<file path="src/rtl/jmsr_pkg.sv">
// ----------------------------------------------------------------------------
// jmsr_pkg
// Types and constants shared by the JPEG marker stream restorer.
// ----------------------------------------------------------------------------
package jmsr_pkg;

   localparam int BYTE_W    = 8;
   localparam int CMD_SLOTS = 4;
   localparam int CNT_W     = 3;
   localparam int SLOT_W    = 2;
   localparam int LEN_W     = 16;

   localparam logic [BYTE_W-1:0] BYTE_ZERO = 8'h00;
   localparam logic [BYTE_W-1:0] MRK_PFX   = 8'hFF;
   localparam logic [BYTE_W-1:0] MRK_SOI   = 8'hD8;
   localparam logic [BYTE_W-1:0] MRK_APP   = 8'hA0;
   localparam logic [BYTE_W-1:0] MRK_SOF0  = 8'hC0;
   localparam logic [BYTE_W-1:0] MRK_DHT   = 8'hC4;
   localparam logic [BYTE_W-1:0] MRK_DQT   = 8'hDB;
   localparam logic [BYTE_W-1:0] MRK_SOS   = 8'hDA;
   localparam logic [BYTE_W-1:0] MRK_EOI   = 8'hD9;
   localparam logic [BYTE_W-1:0] SOS_LEN   = 8'h0C;
   localparam logic [BYTE_W-1:0] SOS_SE    = 8'h3F;

   typedef struct packed {
      logic [BYTE_W-1:0] in_byte;
      logic              unit_last;
   } req_type;

   typedef struct packed {
      logic [BYTE_W-1:0] out_byte;
      logic              has_byte;
      logic              run_last;
      logic              unit_end;
      logic              malformed;
   } rsp_type;

   // One input byte's worth of output: 1 to 4 bytes plus end status.
   typedef struct packed {
      logic [CNT_W-1:0]                  count;
      logic [CMD_SLOTS-1:0][BYTE_W-1:0]  bytes;
      logic                              has_byte;
      logic                              unit_end;
      logic                              malformed;
   } cmd_type;

   typedef enum logic [9:0] {
      PH_PREFIX  = 10'b0000000001,
      PH_MARKER  = 10'b0000000010,
      PH_LEN_HI  = 10'b0000000100,
      PH_LEN_LO  = 10'b0000001000,
      PH_COPY    = 10'b0000010000,
      PH_SOS_HI  = 10'b0000100000,
      PH_SOS_LO  = 10'b0001000000,
      PH_SOS_HDR = 10'b0010000000,
      PH_SCAN    = 10'b0100000000,
      PH_DROP    = 10'b1000000000
   } phase_type;

endpackage

</file>
<file path="src/rtl/jmsr_front.sv">
// ----------------------------------------------------------------------------
// jmsr_front
// Marker parser: classifies each input byte and builds its output command.
// ----------------------------------------------------------------------------
module jmsr_front import jmsr_pkg::*; (
   input  logic    clock,
   input  logic    reset,
   input  logic    accept,
   input  req_type req_data,
   output logic    cmd_push,
   output cmd_type cmd
);

   phase_type         phase_ff, phase_in;
   logic [LEN_W-1:0]  rem_ff, rem_in;
   logic [BYTE_W-1:0] len_hi_ff, len_hi_in;
   logic [BYTE_W-1:0] held_ff, held_in;
   logic              held_valid_ff, held_valid_in;

   logic [BYTE_W-1:0] b;
   logic [LEN_W-1:0]  len;
   logic [LEN_W-1:0]  len_m2;

   assign b      = req_data.in_byte;
   assign len    = {len_hi_ff, b};
   assign len_m2 = len - LEN_W'(2);

   always_comb begin
      cmd           = '0;
      cmd.has_byte  = 1'b1;
      phase_in      = phase_ff;
      rem_in        = rem_ff;
      len_hi_in     = len_hi_ff;
      held_in       = held_ff;
      held_valid_in = held_valid_ff;
      if (req_data.unit_last && (phase_ff != PH_SCAN)) begin
         cmd.count     = CNT_W'(1);
         cmd.has_byte  = 1'b0;
         cmd.unit_end  = 1'b1;
         cmd.malformed = 1'b1;
         phase_in      = PH_PREFIX;
         rem_in        = '0;
         len_hi_in     = '0;
         held_in       = '0;
         held_valid_in = 1'b0;
      end else begin
         unique case (phase_ff)
            PH_PREFIX: begin
               phase_in = (b == MRK_PFX) ? PH_MARKER : PH_DROP;
            end
            PH_MARKER: begin
               unique case (b) inside
                  MRK_SOI: begin
                     cmd.count    = CNT_W'(2);
                     cmd.bytes[0] = MRK_PFX;
                     cmd.bytes[1] = MRK_SOI;
                     phase_in     = PH_PREFIX;
                  end
                  MRK_APP: begin
                     phase_in = PH_PREFIX;
                  end
                  MRK_SOF0, MRK_DHT, MRK_DQT: begin
                     cmd.count    = CNT_W'(2);
                     cmd.bytes[0] = MRK_PFX;
                     cmd.bytes[1] = b;
                     phase_in     = PH_LEN_HI;
                  end
                  MRK_SOS: begin
                     cmd.count    = CNT_W'(4);
                     cmd.bytes[0] = MRK_PFX;
                     cmd.bytes[1] = MRK_SOS;
                     cmd.bytes[2] = BYTE_ZERO;
                     cmd.bytes[3] = SOS_LEN;
                     phase_in     = PH_SOS_HI;
                  end
                  default: begin
                     phase_in = PH_DROP;
                  end
               endcase
            end
            PH_LEN_HI: begin
               len_hi_in = b;
               phase_in  = PH_LEN_LO;
            end
            PH_LEN_LO: begin
               if (len < LEN_W'(2)) begin
                  phase_in = PH_DROP;
               end else begin
                  cmd.count    = CNT_W'(2);
                  cmd.bytes[0] = len_hi_ff;
                  cmd.bytes[1] = b;
                  rem_in       = len_m2;
                  phase_in     = (len_m2 == '0) ? PH_PREFIX : PH_COPY;
               end
            end
            PH_COPY: begin
               cmd.count    = CNT_W'(1);
               cmd.bytes[0] = b;
               rem_in       = rem_ff - LEN_W'(1);
               if (rem_ff == LEN_W'(1)) begin
                  phase_in = PH_PREFIX;
               end
            end
            PH_SOS_HI: begin
               len_hi_in = b;
               phase_in  = PH_SOS_LO;
            end
            PH_SOS_LO: begin
               if (len < LEN_W'(2)) begin
                  phase_in = PH_DROP;
               end else begin
                  rem_in = len_m2;
                  if (len_m2 == '0) begin
                     cmd.count    = CNT_W'(3);
                     cmd.bytes[0] = BYTE_ZERO;
                     cmd.bytes[1] = SOS_SE;
                     cmd.bytes[2] = BYTE_ZERO;
                     phase_in     = PH_SCAN;
                  end else begin
                     phase_in = PH_SOS_HDR;
                  end
               end
            end
            PH_SOS_HDR: begin
               cmd.bytes[0] = b;
               rem_in       = rem_ff - LEN_W'(1);
               if (rem_ff == LEN_W'(1)) begin
                  cmd.count    = CNT_W'(4);
                  cmd.bytes[1] = BYTE_ZERO;
                  cmd.bytes[2] = SOS_SE;
                  cmd.bytes[3] = BYTE_ZERO;
                  phase_in     = PH_SCAN;
               end else begin
                  cmd.count = CNT_W'(1);
               end
            end
            PH_SCAN: begin
               if (req_data.unit_last) begin
                  if (held_valid_ff && (held_ff == MRK_PFX)) begin
                     cmd.count    = CNT_W'(2);
                     cmd.bytes[0] = MRK_PFX;
                     cmd.bytes[1] = MRK_EOI;
                  end else begin
                     cmd.count    = CNT_W'(1);
                     cmd.bytes[0] = MRK_EOI;
                  end
                  cmd.unit_end  = 1'b1;
                  phase_in      = PH_PREFIX;
                  rem_in        = '0;
                  len_hi_in     = '0;
                  held_in       = '0;
                  held_valid_in = 1'b0;
               end else begin
                  if (held_valid_ff) begin
                     cmd.bytes[0] = held_ff;
                     cmd.count    = (held_ff == MRK_PFX) ? CNT_W'(2) : CNT_W'(1);
                  end
                  held_in       = b;
                  held_valid_in = 1'b1;
               end
            end
            PH_DROP: begin
               phase_in = PH_DROP;
            end
            default: begin
               phase_in = PH_DROP;
            end
         endcase
      end
   end

   assign cmd_push = accept && (cmd.count != '0);

   always_ff @(posedge clock) begin
      if (reset) begin
         phase_ff      <= PH_PREFIX;
         rem_ff        <= '0;
         len_hi_ff     <= '0;
         held_ff       <= '0;
         held_valid_ff <= 1'b0;
      end else if (accept) begin
         phase_ff      <= phase_in;
         rem_ff        <= rem_in;
         len_hi_ff     <= len_hi_in;
         held_ff       <= held_in;
         held_valid_ff <= held_valid_in;
      end
   end

endmodule

</file>
<file path="src/rtl/jmsr_cmd_fifo.sv">
// ----------------------------------------------------------------------------
// jmsr_cmd_fifo
// Short command queue between the parser and the result expander.
// ----------------------------------------------------------------------------
module jmsr_cmd_fifo import jmsr_pkg::*; #(
   parameter int DEPTH = 4
) (
   input  logic    clock,
   input  logic    reset,
   input  logic    push,
   input  cmd_type push_data,
   input  logic    pop,
   output cmd_type head,
   output logic    empty,
   output logic    full
);

   localparam int PTR_W   = (DEPTH > 1) ? $clog2(DEPTH) : 1;
   localparam int COUNT_W = $clog2(DEPTH + 1);

   cmd_type            mem_ff [DEPTH];
   logic [PTR_W-1:0]   wr_ptr_ff, wr_ptr_in;
   logic [PTR_W-1:0]   rd_ptr_ff, rd_ptr_in;
   logic [COUNT_W-1:0] count_ff, count_in;
   logic               do_push, do_pop;

   assign empty   = (count_ff == '0);
   assign full    = (count_ff == COUNT_W'(DEPTH));
   assign do_push = push && !full;
   assign do_pop  = pop && !empty;
   assign head    = mem_ff[rd_ptr_ff];

   always_comb begin
      wr_ptr_in = wr_ptr_ff;
      rd_ptr_in = rd_ptr_ff;
      count_in  = count_ff;
      if (do_push) begin
         wr_ptr_in = (wr_ptr_ff == PTR_W'(DEPTH - 1)) ? '0 : wr_ptr_ff + PTR_W'(1);
      end
      if (do_pop) begin
         rd_ptr_in = (rd_ptr_ff == PTR_W'(DEPTH - 1)) ? '0 : rd_ptr_ff + PTR_W'(1);
      end
      if (do_push && !do_pop) begin
         count_in = count_ff + COUNT_W'(1);
      end else if (do_pop && !do_push) begin
         count_in = count_ff - COUNT_W'(1);
      end
   end

   always_ff @(posedge clock) begin
      if (do_push) begin
         mem_ff[wr_ptr_ff] <= push_data;
      end
   end

   always_ff @(posedge clock) begin
      if (reset) begin
         wr_ptr_ff <= '0;
         rd_ptr_ff <= '0;
         count_ff  <= '0;
      end else begin
         wr_ptr_ff <= wr_ptr_in;
         rd_ptr_ff <= rd_ptr_in;
         count_ff  <= count_in;
      end
   end

endmodule

</file>
<file path="src/rtl/jmsr_back.sv">
// ----------------------------------------------------------------------------
// jmsr_back
// Result expander: walks each command one byte per cycle, while the output register is
// empty or being popped, into the output register.
// ----------------------------------------------------------------------------
module jmsr_back import jmsr_pkg::*; (
   input  logic    clock,
   input  logic    reset,
   input  cmd_type head,
   input  logic    head_valid,
   output logic    head_pop,
   output logic    rsp_empty,
   input  logic    rsp_pop,
   output rsp_type rsp_data
);

   logic [SLOT_W-1:0] idx_ff, idx_in;
   logic              out_valid_ff, out_valid_in;
   rsp_type           out_ff, out_in;
   logic              load;
   logic              at_last;

   assign load    = head_valid && (!out_valid_ff || rsp_pop);
   assign at_last = ({1'b0, idx_ff} == (head.count - CNT_W'(1)));
   assign head_pop = load && at_last;

   always_comb begin
      idx_in       = idx_ff;
      out_valid_in = out_valid_ff;
      out_in       = out_ff;
      if (load) begin
         out_in.out_byte  = head.bytes[idx_ff];
         out_in.has_byte  = head.has_byte;
         out_in.run_last  = at_last;
         out_in.unit_end  = at_last && head.unit_end;
         out_in.malformed = at_last && head.malformed;
         out_valid_in     = 1'b1;
         idx_in           = at_last ? '0 : idx_ff + SLOT_W'(1);
      end else if (rsp_pop) begin
         out_valid_in = 1'b0;
      end
   end

   always_ff @(posedge clock) begin
      out_ff <= out_in;
   end

   always_ff @(posedge clock) begin
      if (reset) begin
         idx_ff       <= '0;
         out_valid_ff <= 1'b0;
      end else begin
         idx_ff       <= idx_in;
         out_valid_ff <= out_valid_in;
      end
   end

   assign rsp_empty = !out_valid_ff;
   assign rsp_data  = out_ff;

endmodule

</file>
<file path="src/rtl/jpeg_marker_stream_restorer.sv">
// Path: an accepted byte's command is written into the command queue; its first result is
// loaded from the queue head into the output register once that register is free.
// Throughput: one input byte per cycle while req_full is low; the expander gives one result
// per cycle while the output is popped, so a byte that expands to N results holds the expander
// until all N are out, buffered by the CMD_DEPTH-entry command queue.
// Reset: synchronous, active high; returns parser, queue and output to empty.
// ----------------------------------------------------------------------------
// jpeg_marker_stream_restorer
// Restores a modified JPEG tile byte stream into a standard JPEG stream.
// ----------------------------------------------------------------------------
module jpeg_marker_stream_restorer import jmsr_pkg::*; #(
   parameter int CMD_DEPTH = 4
) (
   input  logic    clock,
   input  logic    reset,
   input  logic    req_push,
   output logic    req_full,
   input  req_type req_data,
   output logic    rsp_empty,
   input  logic    rsp_pop,
   output rsp_type rsp_data
);

   logic    accept;
   logic    cmd_push;
   cmd_type cmd;
   cmd_type head;
   logic    fifo_empty, fifo_full;
   logic    head_pop;

   assign req_full = fifo_full;
   assign accept   = req_push && !fifo_full;

   jmsr_front u_front (
      .clock    (clock),
      .reset    (reset),
      .accept   (accept),
      .req_data (req_data),
      .cmd_push (cmd_push),
      .cmd      (cmd)
   );

   jmsr_cmd_fifo #(
      .DEPTH (CMD_DEPTH)
   ) u_fifo (
      .clock     (clock),
      .reset     (reset),
      .push      (cmd_push),
      .push_data (cmd),
      .pop       (head_pop),
      .head      (head),
      .empty     (fifo_empty),
      .full      (fifo_full)
   );

   jmsr_back u_back (
      .clock      (clock),
      .reset      (reset),
      .head       (head),
      .head_valid (!fifo_empty),
      .head_pop   (head_pop),
      .rsp_empty  (rsp_empty),
      .rsp_pop    (rsp_pop),
      .rsp_data   (rsp_data)
   );

`ifndef ASSERT_OFF
   a_end_is_run_last: assert property (@(posedge clock) disable iff (reset)
      (!rsp_empty && rsp_data.unit_end) |-> rsp_data.run_last)
      else $error("tile end not on last result of its byte");

   a_status_only: assert property (@(posedge clock) disable iff (reset)
      (!rsp_empty && !rsp_data.has_byte) |-> (rsp_data.unit_end && rsp_data.malformed))
      else $error("status-only result without malformed end");

   a_malformed_at_end: assert property (@(posedge clock) disable iff (reset)
      (!rsp_empty && rsp_data.malformed) |-> rsp_data.unit_end)
      else $error("malformed flag away from tile end");

   a_pop_without_cmd: assert property (@(posedge clock) disable iff (reset)
      head_pop |-> !fifo_empty)
      else $error("expander popped an empty command queue");
`endif

endmodule

</file>
<file path="config.mk">
export PLATFORM = sky130hd
export DESIGN_NAME = jpeg_marker_stream_restorer
export DESIGN_NICKNAME = d
export VERILOG_FILES = /design/src/rtl/jmsr_pkg.sv /design/src/rtl/jmsr_front.sv /design/src/rtl/jmsr_cmd_fifo.sv /design/src/rtl/jmsr_back.sv /design/src/rtl/jpeg_marker_stream_restorer.sv
export SDC_FILE = /design/constraint.sdc
export NUM_CORES = 1
export LEC_CHECK = 0
export BUFFER_PORTS_ARGS = -buffer_cell sky130_fd_sc_hd__buf_2
export CAP_MARGIN = 25
export CORE_MARGIN = 1
export CORE_UTILIZATION = 59
export CTS_BUF_LIST = sky130_fd_sc_hd__clkbuf_8
export DETAILED_ROUTE_END_ITERATION = 10
export GPL_TIMING_DRIVEN = 0
export PLACE_DENSITY_LB_ADDON = 0.05
export SETUP_SLACK_MARGIN = 0.4
export SYNTH_ARGS = -nofsm -noshare
export SYNTH_HDL_FRONTEND = slang
export SYNTH_HIERARCHICAL = 1
export SYNTH_SLANG_ARGS = --single-unit
</file>
<file path="constraint.sdc">
create_clock -name clock -period 4.6 [get_ports clock]
set_input_delay 0.92 -clock clock [delete_from_list [all_inputs] [get_ports clock]]
set_output_delay 0.92 -clock clock [all_outputs]
set_load 0.05 [all_outputs]
</file>
# [Word level (Yosys, flattened, before mapping)]
# Memories as Yosys holds them, arrays and structs flattened. A register that Yosys moved wholly into a read port is not among the register bits.
# Index checks and enable logic that the tools add are counted.
[word_totals] regBits=65 mem_bits_rw=152 in_bits=13 out_inout_bits=14 elab_cells=158 n_memories=1
[memory_table] memory="u_fifo.mem_ff" words=4 width=38 read_ports=1 rd_clocked_by_memory_dff=1 wr=1 line_no="jmsr_cmd_fifo.sv:21" source="cmd_type mem_ff [DEPTH];"
[op_classes] add_sub_neg=8 n_lt_le_gt_ge=2 eq_ne=27 n_mux=69 n_reduce_logical=36
[op_table] op="case mux 16 bit (3 select lines)" n=2
[op_table] op="case mux 10 bit (9 select lines)" n=1
[op_table] op="2-to-1 mux 8 bit" n=10
[op_table] op="case mux 8 bit (5 select lines)" n=2
[op_table] op="2-to-1 mux 10 bit" n=7
[op_table] op="equality test 8 bit (second input constant)" n=8
[op_table] op="2-to-1 mux 16 bit" n=4
[op_table] op="2-to-1 mux 32 bit" n=1
[op_table] op="case mux 8 bit (2 select lines)" n=2
[op_table] op="case mux 10 bit (3 select lines)" n=1
[op_table] op="2-to-1 mux 14 bit" n=2
[op_table] op="2-to-1 mux 24 bit" n=1
[op_table] op="case mux 8 bit (3 select lines)" n=1
[op_table] op="2-to-1 mux 3 bit" n=7
[op_table] op="2-to-1 mux 2 bit" n=9
[op_table] op="case mux 3 bit (6 select lines)" n=1
[op_table] op="binary-select mux 8 bit (select 2 bit)" n=1
[op_table] op="equality test 16 x 1 -> 1 bit (second input constant)" n=1
[op_table] op="zero test 16 bit" n=1
[op_table] op="< comparator 16 x 2 -> 1 bit (second input constant)" n=1
[op_table] op="subtractor 16 x 1 -> 16 bit (second input constant)" n=1
[op_table] op="subtractor 16 x 2 -> 16 bit (second input constant)" n=1
[op_table] op="logical AND 1 bit" n=12
[op_table] op="2-to-1 mux 1 bit" n=12
[op_table] op="other kinds (36)" n=53

# [Longest topological paths before layout]
# Gate-level depths: netlist of run 1.
[logic_depth] ltp_word=13 ltp_mapped=17 depth_no_buf=16

# [Hierarchy]
# Netlist of run 1, hierarchy kept.
[by_module_without_submodules] mod="jmsr_cmd_fifo" instances=1 cells_each=248 area_each_um2=5973.2 seq_area_each_um2=4744.6
[by_module_without_submodules] mod="jmsr_front" instances=1 cells_each=494 area_each_um2=3633.5 seq_area_each_um2=860.8
[by_module_without_submodules] mod="jmsr_back" instances=1 cells_each=48 area_each_um2=762.0 seq_area_each_um2=420.4
[by_module_without_submodules] mod="jpeg_marker_stream_restorer" instances=1 cells_each=2 area_each_um2=17.5 seq_area_each_um2=0.0

# [Least setup slack after synthesis of run 1]
# OpenSTA, ideal clock, no wires.
[synth_timing] path_kind="input to register" startpoint="input req_data[2] in the netlist's numbering" endpoint="register u_fifo.count_ff[2]" setup_time_ns=0.070 t_arrival_ns=4.805 t_required_ns=4.530 setup_slack_ns=-0.275 path_stages=17 n_path_buf=1 cell_sequence="clkbuf_1 > inv_1 > ha_1 > nor4b_1 > nand4_1 > xnor2_1 > or4b_4 > o21a_1 > a31oi_1 > inv_1 > nor2_2 > ha_1 > inv_1 > fa_1 > xor2_1 > or3_2 > a21oi_1"
[synth_between] elab_chain_cells=12 elab_cells_between_ends=23 classes_between="1 x add/sub; 1 x order compare; 5 x eq/ne; 7 x mux; 9 x reduce/logical"
[synth_rtl] item="start, declared" line_no="jpeg_marker_stream_restorer.sv:18" source="input req_type req_data,"
[synth_rtl] item="subtractor 16 x 2 -> 16 bit" line_no="jmsr_front.sv:26" source="assign len_m2 = len - LEN_W'(2);"
[synth_rtl] item="zero test 16 bit" line_no="jmsr_front.sv:113" source="if (len_m2 == '0) begin"
[synth_rtl] item="2-to-1 mux 2 bit" line_no="jmsr_front.sv:113"
[synth_rtl] item="2-to-1 mux 3 bit" line_no="jmsr_front.sv:109" source="if (len < LEN_W'(2)) begin"
[synth_rtl] item="case mux 3 bit (6 select lines) *" line_no="jmsr_front.sv:47" source="unique case (phase_ff)"
[synth_rtl] item="2-to-1 mux 3 bit *" line_no="jmsr_front.sv:36" source="if (req_data.unit_last && (phase_ff != PH_SCAN)) begin"
[synth_rtl] item="nonzero test 3 bit *" line_no="jmsr_front.sv:172" source="assign cmd_push = accept && (cmd.count != '0);"
[synth_rtl] item="logical AND 1 bit *" line_no="jmsr_front.sv:172"
[synth_rtl] item="via cmd_push" line_no="jpeg_marker_stream_restorer.sv:25" source="logic cmd_push;"
[synth_rtl] item="logical AND 1 bit *" line_no="jmsr_cmd_fifo.sv:29" source="assign do_push = push && !full;"
[synth_rtl] item="via u_fifo.do_push" line_no="jmsr_cmd_fifo.sv:25" source="logic do_push, do_pop;"
[synth_rtl] item="zero test 1 bit" line_no="jmsr_cmd_fifo.sv:45" source="end else if (do_pop && !do_push) begin"
[synth_rtl] item="logical AND 1 bit" line_no="jmsr_cmd_fifo.sv:45"
[synth_rtl] item="nonzero test 2 bit (no line)"
[synth_rtl] item="end signal, assigned" line_no="jmsr_cmd_fifo.sv:64" source="count_ff <= count_in;"
[synth_rtl] item="end, declared" line_no="jmsr_cmd_fifo.sv:24" source="logic [COUNT_W-1:0] count_ff, count_in;"
# The timed path passes the listed nets; every way through them passes the cells marked *.
# A chain may end at the register's enable or synchronous reset.

# [Worst setup path after layout of run 1]
# Same ends and word-level chain as after synthesis.

==> qor.txt, run 1 <==
Post-Route Skew -> 0.0301 ns
overall global routing resource usage -> 29.0%
final cell utilization of the core -> 68.9%
mean post-synth cell area -> 13.1 sq um
width of the die -> 135 um
grt total ovfl -> 0
layout overhead on the synthesized area -> 14.4%
wire length of the first global-routing pass -> 39000 um
Ys Warns -> 6
beginning of the worst hold path -> u_front/rem_ff[9]
vias in the first global route -> 6954
share of synthesized area occupied by flip-flops and latches -> 58.0%
Total Neg Setup Slack -> 0 ns
antenna violations before repair -> 0
Sw Ratio -> 27.8%
run status -> finished clean
fraction of layout instances using a drive strength above 1 -> 24.2%
slowest cell on the critical path -> sky130_fd_sc_hd__or4b_4
H-tree depth -> 2
area of the die -> 0.0181 sq mm
library cell used as clock root buffer -> sky130_fd_sc_hd__clkbuf_8
half-perimeter wire length of the detailed placement result -> 17900 um
CP Launch Type -> input port
endpoint arrival time on the critical path -> 4.64 ns
PnR worst setup slack -> 0.423 ns
non-filler instance count after layout -> 1127
number of buffers created by CTS -> 38
cell type contributing the most total cell area after synthesis -> sky130_fd_sc_hd__edfxtp_1
primary flip-flop cell chosen by synthesis mapping -> sky130_fd_sc_hd__edfxtp_1
unrepaired setup endpoints after global routing -> yes
power density over the cells -> 408 mW/mm^2
data required time at the worst endpoint -> 5.06 ns
worst-path fanout max -> 6
class of the tightest hold or removal check -> flop to flop
RePlAce Congestion -> 0.956
number of enable flip-flop cells after synthesis -> 164
cell row count -> 48
Critical Path Start -> req_data[2]
r2r startpoint -> u_front/phase_ff[5]
series of cell instances along the critical path -> buf_8 -> clkbuf_16 -> inv_4 -> ha_4 -> or4b_4 -> nor4_4 -> a211oi_2 -> or4b_4 -> o21a_4 -> a31oi_4 -> inv_2 -> nor2_4 -> ha_4 -> inv_2 -> fa_2 -> xor2_2 -> or3_4 -> a21oi_2
worst slack at placement -> -0.409 ns
sequential share of power -> 47.8%
placed instance count -> 1052
WL per Instance -> 22.6 um
count of nets after finishing -> 900
first drt pass iteration count -> 5
final cycle utilization of the critical path -> 90.8%
capturing element type of the critical path -> flop
Mapped Area -> 0.0104 sq mm
type of the setup path with the least slack -> input port to flop
Least-Margin Pin Slew -> 0.887 ns
count of endpoints failing hold in the final timing report -> 0
share of Yosys cell area claimed by the top area cell type -> 47.4%
largest net degree at the start of global routing -> 31
Total Routed Length -> 25500 um
top cells by count, synth -> sky130_fd_sc_hd__edfxtp_1, sky130_fd_sc_hd__dfxtp_1, sky130_fd_sc_hd__a21oi_1
DR vias -> 7088
library cell with the highest instance count after synthesis -> sky130_fd_sc_hd__edfxtp_1
clock edge transition at the registers on the reported setup and hold paths -> 0.06 ns
peak clock frequency supported by timing -> 0.239 GHz
post-detailed-route count of antenna-violating nets -> 0
TritonCTS clock tree -> built
area of the core -> 0.0172 sq mm
insertion delay to the later sink of the worst-skew pair -> 0.53 ns
combinational share of power -> 17.3%
Slew headroom -> 40.9%
register bit total from synthesis -> 219
count of distinct cell types in the synthesized netlist -> 79
power spent charging and discharging nets -> 1.35 mW
number of antenna cells inserted -> 0
number of slew-limit violations in the final report -> 0
LEAKAGE -> 4.09 nW
portion of total power attributed to the clock network -> 34.9%
Initial Utilization -> 60.3%
Starting DRT DRC Count -> 528
DRC Markers -> 0
vias per cell -> 6.29
Crit path largest cell delay -> 0.55 ns
Port-buffer cells -> 24
max_cap viols -> 0
height of the die -> 135 um
Clock Path Buffers -> 3
cells taking the most area after synthesis -> sky130_fd_sc_hd__edfxtp_1, sky130_fd_sc_hd__dfxtp_1, sky130_fd_sc_hd__mux4_2, sky130_fd_sc_hd__a21oi_1, sky130_fd_sc_hd__nor2_1
post-layout minimum cycle time -> 4.18 ns
internal power -> 3.50 mW
setup-violating endpoint count in the final report -> 0
I/O pin count -> 27
cells after synthesis -> 792
worst vdd rail ir drop -> 0.362 mV
share of async-settable or async-resettable flops after synthesis -> 0%
TritonCTS sink count -> 219
-- layer usage --
metal / GRT usage [%] / vias to the layer above / share of wire [%]
li1: - / 3218 / -
met2: 46.3 / 279 / 48
met4: 11.0 / 0 / 2.8
met5: 0 / - / 0
met3: 5.56 / 58 / 7.0
met1: 39.8 / 3533 / 42
-- power by group through the flow --
| stage | clock (mW) | combinational [mW] | sequential (mW) |
|---|---|---|---|
| global route | 1.80 | 0.896 | 2.32 |
| global placement | 0 | 0.789 | 2.35 |
| finish | 1.69 | 0.837 | 2.32 |
| CTS | 1.72 | 0.820 | 2.31 |
| detailed placement | 0 | 0.812 | 2.35 |
| floorplan | 0 | 0.470 | 2.48 |
-- critical path: cells and delay by family --
kind | cells | cell delay, ns
simple gates | 5 | 1.83
compound gates | 4 | 0.69
xor+xnor | 1 | 0.15
fa+ha+maj | 3 | 0.67
buf+inv | 5 | 0.38
-- flip-flops by register name, summed over array words and instances (netlist names), 3 cells and up, named ones only --
register,count
u_back/rsp_data,12
u_fifo/count_ff,3
u_fifo/mem_ff,152
u_front/held_ff,8
u_front/len_hi_ff,8
u_front/phase_ff,10
u_front/rem_ff,16
-- logic make-up after synthesis --
logic type                 count (synthesis)  synth area share [%]
buffers and inverters                     93                  4.81
muxes                                     50                  10.4
AOI/OAI and AO/OA                        141                  8.95
other                                      1                0.0361
xor gates and xnor gates                  30                  2.53
DFF                                      219                  58.0
and+or+nand+nor                          247                  13.8
adders and majority gates                 11                  1.40
-- final cells by class --
class,count,area [sq um]
Buffer,65,432
Clock buffer,41,564
Clock inverter,25,165
Fill cell,1217,5360
Inverter,28,115
Multi-Input combinational cell,487,4020
Sequential cell,219,6030
Tap cell,225,282
Timing Repair Buffer,37,280
-- cells in the final DEF (no fill, tap or decap), types with 9 or more instances in the layout --
| cell | n |
|---|---|
| sky130_fd_sc_hd__mux4_2 | 44 |
| sky130_fd_sc_hd__nor3_1 | 20 |
| sky130_fd_sc_hd__dfxtp_1 | 55 |
| sky130_fd_sc_hd__xnor2_1 | 15 |
| sky130_fd_sc_hd__clkbuf_8 | 41 |
| sky130_fd_sc_hd__o21ai_0 | 12 |
| sky130_fd_sc_hd__clkbuf_1 | 19 |
| sky130_fd_sc_hd__a31oi_1 | 10 |
| sky130_fd_sc_hd__nand2b_1 | 13 |
| sky130_fd_sc_hd__nand3_1 | 28 |
| sky130_fd_sc_hd__nor4_1 | 9 |
| sky130_fd_sc_hd__nand4_1 | 11 |
| sky130_fd_sc_hd__nand2_1 | 42 |
| sky130_fd_sc_hd__a21oi_1 | 50 |
| sky130_fd_sc_hd__or3_1 | 12 |
| sky130_fd_sc_hd__xor2_1 | 14 |
| sky130_fd_sc_hd__inv_1 | 37 |
| sky130_fd_sc_hd__nor2_1 | 47 |
| sky130_fd_sc_hd__a22oi_1 | 16 |
| sky130_fd_sc_hd__buf_4 | 32 |
| sky130_fd_sc_hd__edfxtp_1 | 164 |
| sky130_fd_sc_hd__buf_2 | 35 |
-- per-stage QoR --
step	hold WS [ns]	power, mW	instance area (sq um)
CTS	0.498	4.86	11800
global route	0.532	5.02	11900
finish	0.501	4.84	11900
detailed placement	0.487	3.17	11000
global placement	0.477	3.14	10900
floorplan	0.462	2.95	10500
-- what timing repair did --
action / CTS / global route
gates resized for setup: 4 / 13
pin swaps: 3 / 11
hold buffers: 0 / 0
setup buffers: 1 / 8
endpoints found under the setup margin: 1 / 1
-- final timing paths --
kind                        endpoint  slack, ns  cells past startpoint
setup / recovery  u_fifo/count_ff[2]       0.42                     18
setup reg to reg  u_fifo/count_ff[2]       0.56                     16
hold / removal     u_front/rem_ff[9]       0.50                      2
hold reg to reg    u_front/rem_ff[9]       0.50                      2
(Power assumes the default switching activity.)
==> run 2, diff against run 1 <==
--- a/config.mk
+++ b/config.mk
@@ -8,13 +8,11 @@
 export BUFFER_PORTS_ARGS = -buffer_cell sky130_fd_sc_hd__buf_2
 export CAP_MARGIN = 25
 export CORE_MARGIN = 1
-export CORE_UTILIZATION = 59
+export CORE_UTILIZATION = 58
 export CTS_BUF_LIST = sky130_fd_sc_hd__clkbuf_8
 export DETAILED_ROUTE_END_ITERATION = 10
 export GPL_TIMING_DRIVEN = 0
 export PLACE_DENSITY_LB_ADDON = 0.05
-export SETUP_SLACK_MARGIN = 0.4
 export SYNTH_ARGS = -nofsm -noshare
 export SYNTH_HDL_FRONTEND = slang
-export SYNTH_HIERARCHICAL = 1
 export SYNTH_SLANG_ARGS = --single-unit
==> run 2 against run 1 <==
Critical endpoint is now u_fifo.count_ff[2]. Via count decreased by 13%. Worst setup slack lost 0.19 ns. Maximum frequency down 4.4%.
==> qor.txt, run 2 <==
count of distinct cell types in the synthesized netlist -> 69
insertion delay to the later sink of the worst-skew pair -> 0.46 ns
cell row count -> 42
height of the die -> 120 um
mux cell area share after synthesis -> 8.08%
RR Endpoint -> u_fifo.count_ff[2]
Total Neg Setup Slack -> 0 ns
largest net degree at the start of global routing -> 18
share of Yosys cell area claimed by the top area cell type -> 40.0%
library cell with the highest instance count after synthesis -> sky130_fd_sc_hd__edfxtp_1
DR vias -> 6166
number of enable flip-flop cells after synthesis -> 108
setup-violating endpoint count in the final report -> 0
PnR worst setup slack -> 0.232 ns
class of the tightest hold or removal check -> flop to flop
vias in the first global route -> 5987
Ys Warns -> 0
Clock Path Buffers -> 2
area of the core -> 0.0135 sq mm
worst vdd rail ir drop -> 0.195 mV
vias per cell -> 6.37
Compound-Gate Fraction of Synth Area -> 12.6%
Post-Route Skew -> 0.0111 ns
cell type contributing the most total cell area after synthesis -> sky130_fd_sc_hd__edfxtp_1
worst slack at placement -> -0.848 ns
power density over the cells -> 421 mW/mm^2
register bit total from synthesis -> 163
DRC Markers -> 0
Slew headroom -> 41.0%
Mapped Area -> 0.00810 sq mm
area of the die -> 0.0144 sq mm
filler cell count in the final layout -> 1051
cells taking the most area after synthesis -> sky130_fd_sc_hd__edfxtp_1, sky130_fd_sc_hd__dfxtp_1, sky130_fd_sc_hd__mux4_2, sky130_fd_sc_hd__a21oi_1, sky130_fd_sc_hd__nor2_1
grt total ovfl -> 0
Critical Path Start -> req_data[2]
width of the die -> 120 um
half-perimeter wire length of the detailed placement result -> 14700 um
count of nets after finishing -> 803
basic-gate share of the synthesized area counting and, or, nand and nor cells -> 17.2%
share of async-settable or async-resettable flops after synthesis -> 0%
count of endpoints failing hold in the final timing report -> 0
most used cells in the layout excluding fill and tap cells -> sky130_fd_sc_hd__edfxtp_1, sky130_fd_sc_hd__nor2_1, sky130_fd_sc_hd__a21oi_1
antenna violations before repair -> 1
internal reg-to-reg setup slack -> 0.58 ns
Port-buffer cells -> 23
capturing element type of the critical path -> flop
post-synthesis adder-cell area fraction -> 1.79%
layout overhead on the synthesized area -> 10.7%
clock edge transition at the registers on the reported setup and hold paths -> 0.08 ns
mean post-synth cell area -> 11.1 sq um
wire length of the first global-routing pass -> 32500 um
max_cap viols -> 0
data required time at the worst endpoint -> 4.98 ns
worst setup path endpoint -> u_fifo.count_ff[2]
RePlAce Congestion -> 0.994
number of antenna cells inserted -> 0
Initial Utilization -> 60.2%
post-detailed-route count of antenna-violating nets -> 0
cell depth of the worst flop-to-flop path -> 14
endpoint arrival time on the critical path -> 4.75 ns
number of slew-limit violations in the final report -> 0
Post-Syn Nets -> 757
H-tree depth -> 4
final cycle utilization of the critical path -> 95.0%
TritonCTS sink count -> 163
Total Routed Length -> 20500 um
Power Total -> 3.78 mW
first drt pass iteration count -> 5
fraction of layout instances using a drive strength above 1 -> 13.6%
post-layout minimum cycle time -> 4.37 ns
cells after synthesis -> 733
worst-path fanout max -> 10
top cells by count, synth -> sky130_fd_sc_hd__edfxtp_1, sky130_fd_sc_hd__nor2_1, sky130_fd_sc_hd__a21oi_1
unrepaired setup endpoints after global routing -> no
number of buffers created by CTS -> 17
LEAKAGE -> 2.97 nW
library cell used as clock root buffer -> sky130_fd_sc_hd__clkbuf_8
CP Launch Type -> input port
fraction of synthesized cell area in xor and xnor cells -> 3.14%
combinational family with the most area after synthesis -> simple AND/OR/NAND/NOR gates
primary flip-flop cell chosen by synthesis mapping -> sky130_fd_sc_hd__edfxtp_1
Starting DRT DRC Count -> 752
type of the setup path with the least slack -> input port to flop
top register by number of flip-flops -> u_fifo.mem_ff
WL per Instance -> 21.2 um
I/O pin count -> 27
Least-Margin Pin Slew -> 0.885 ns
share of synthesized area occupied by flip-flops and latches -> 53.6%
most common library cell in the layout ignoring fill and taps -> sky130_fd_sc_hd__edfxtp_1
number of flip-flops in the largest register -> 96
overall global routing resource usage -> 30.4%
peak clock frequency supported by timing -> 0.229 GHz
run status -> finished clean
TritonCTS clock tree -> built
## run 2: what timing repair did
item                                   in CTS  in global routing
buffers inserted                            1                  1
hold buffers                                0                  0
setup endpoints to repair                  70                  2
endpoints found under the hold margin       0                  0
resized for setup                           2                  2
pin swaps                                   1                  2
## run 2: worst min path at each step
| stage | cells past startpoint | start | slack, ns | end |
|---|---|---|---|---|
| global route | 2 | u_front.rem_ff[7] | 0.53 | u_front.rem_ff[7] |
| floorplan | 2 | u_back.out_valid_ff | 0.45 | u_back.out_valid_ff |
| detailed placement | 2 | u_back.out_valid_ff | 0.47 | u_back.out_valid_ff |
| CTS | 2 | u_back.out_valid_ff | 0.48 | u_back.out_valid_ff |
| finish | 2 | u_back.out_valid_ff | 0.48 | u_back.out_valid_ff |
| global placement | 2 | u_back.out_valid_ff | 0.46 | u_back.out_valid_ff |
## run 2: worst max-delay path, stage by stage
cell and delay (ns):
sky130_fd_sc_hd__buf_2 0.19, sky130_fd_sc_hd__buf_2 0.27, sky130_fd_sc_hd__inv_1 0.14, sky130_fd_sc_hd__ha_2 0.29, sky130_fd_sc_hd__nor2_1 0.12, sky130_fd_sc_hd__a31oi_1 0.11
sky130_fd_sc_hd__or4_1 0.56, sky130_fd_sc_hd__a2111oi_4 0.36, sky130_fd_sc_hd__nand2_2 0.20, sky130_fd_sc_hd__a31oi_4 0.30, sky130_fd_sc_hd__ha_1 0.23, sky130_fd_sc_hd__inv_1 0.06
sky130_fd_sc_hd__fa_1 0.39, sky130_fd_sc_hd__xor2_1 0.18, sky130_fd_sc_hd__or3_1 0.30, sky130_fd_sc_hd__a21oi_1 0.14
## run 2: area by class of cell
class	instances	area (sq um)	area share, %
inverters	21	78.8	0.879
well taps	176	220	2.45
plain buffers	48	205	2.29
clock inverters	13	133	1.48
multi-input cells	499	3490	38.9
flip-flops and latches	163	4340	48.4
clock buffers	19	262	2.91
repair buffers	29	240	2.68
## run 2: through the flow
step / cells / util [%] / hold WS [ns] / cell area (sq um)
final: 968 / 66.7 / 0.479 / 8970
after global routing: 968 / 66.7 / 0.526 / 8970
after CTS: 968 / 66.6 / 0.482 / 8960
after detailed placement: 936 / 63.6 / 0.472 / 8560
after global placement: 932 / 62.8 / 0.455 / 8450
after floorplan: 733 / - / 0.446 / 8110
## run 2: layer usage
layer | part of all wire, % | wire (um) | vias up | global-route usage [%]
li1 | - | - | 2870 | -
met1 | 41 | 8500 | 2945 | 40.0
met2 | 47 | 9610 | 280 | 48.2
met3 | 7.3 | 1500 | 69 | 5.80
met4 | 4.5 | 927 | 2 | 15.6
met5 | 0.083 | 17 | - | 0
## run 2: cells by family after synthesis
| logic type | count (synthesis) |
|---|---|
| flops | 163 |
| xor+xnor | 29 |
| fa+ha+maj | 11 |
| buf+inv | 71 |
| simple gates | 265 |
| mux | 36 |
| compound gates | 158 |
## run 2: power by group
| part | internal, mW | switching [mW] | total [mW] |
|---|---|---|---|
| Combinational | 0.311 | 0.654 | 0.965 |
| Clock | 0.510 | 0.526 | 1.04 |
| Sequential | 1.72 | 0.0598 | 1.78 |
| Total | 2.54 | 1.24 | 3.78 |
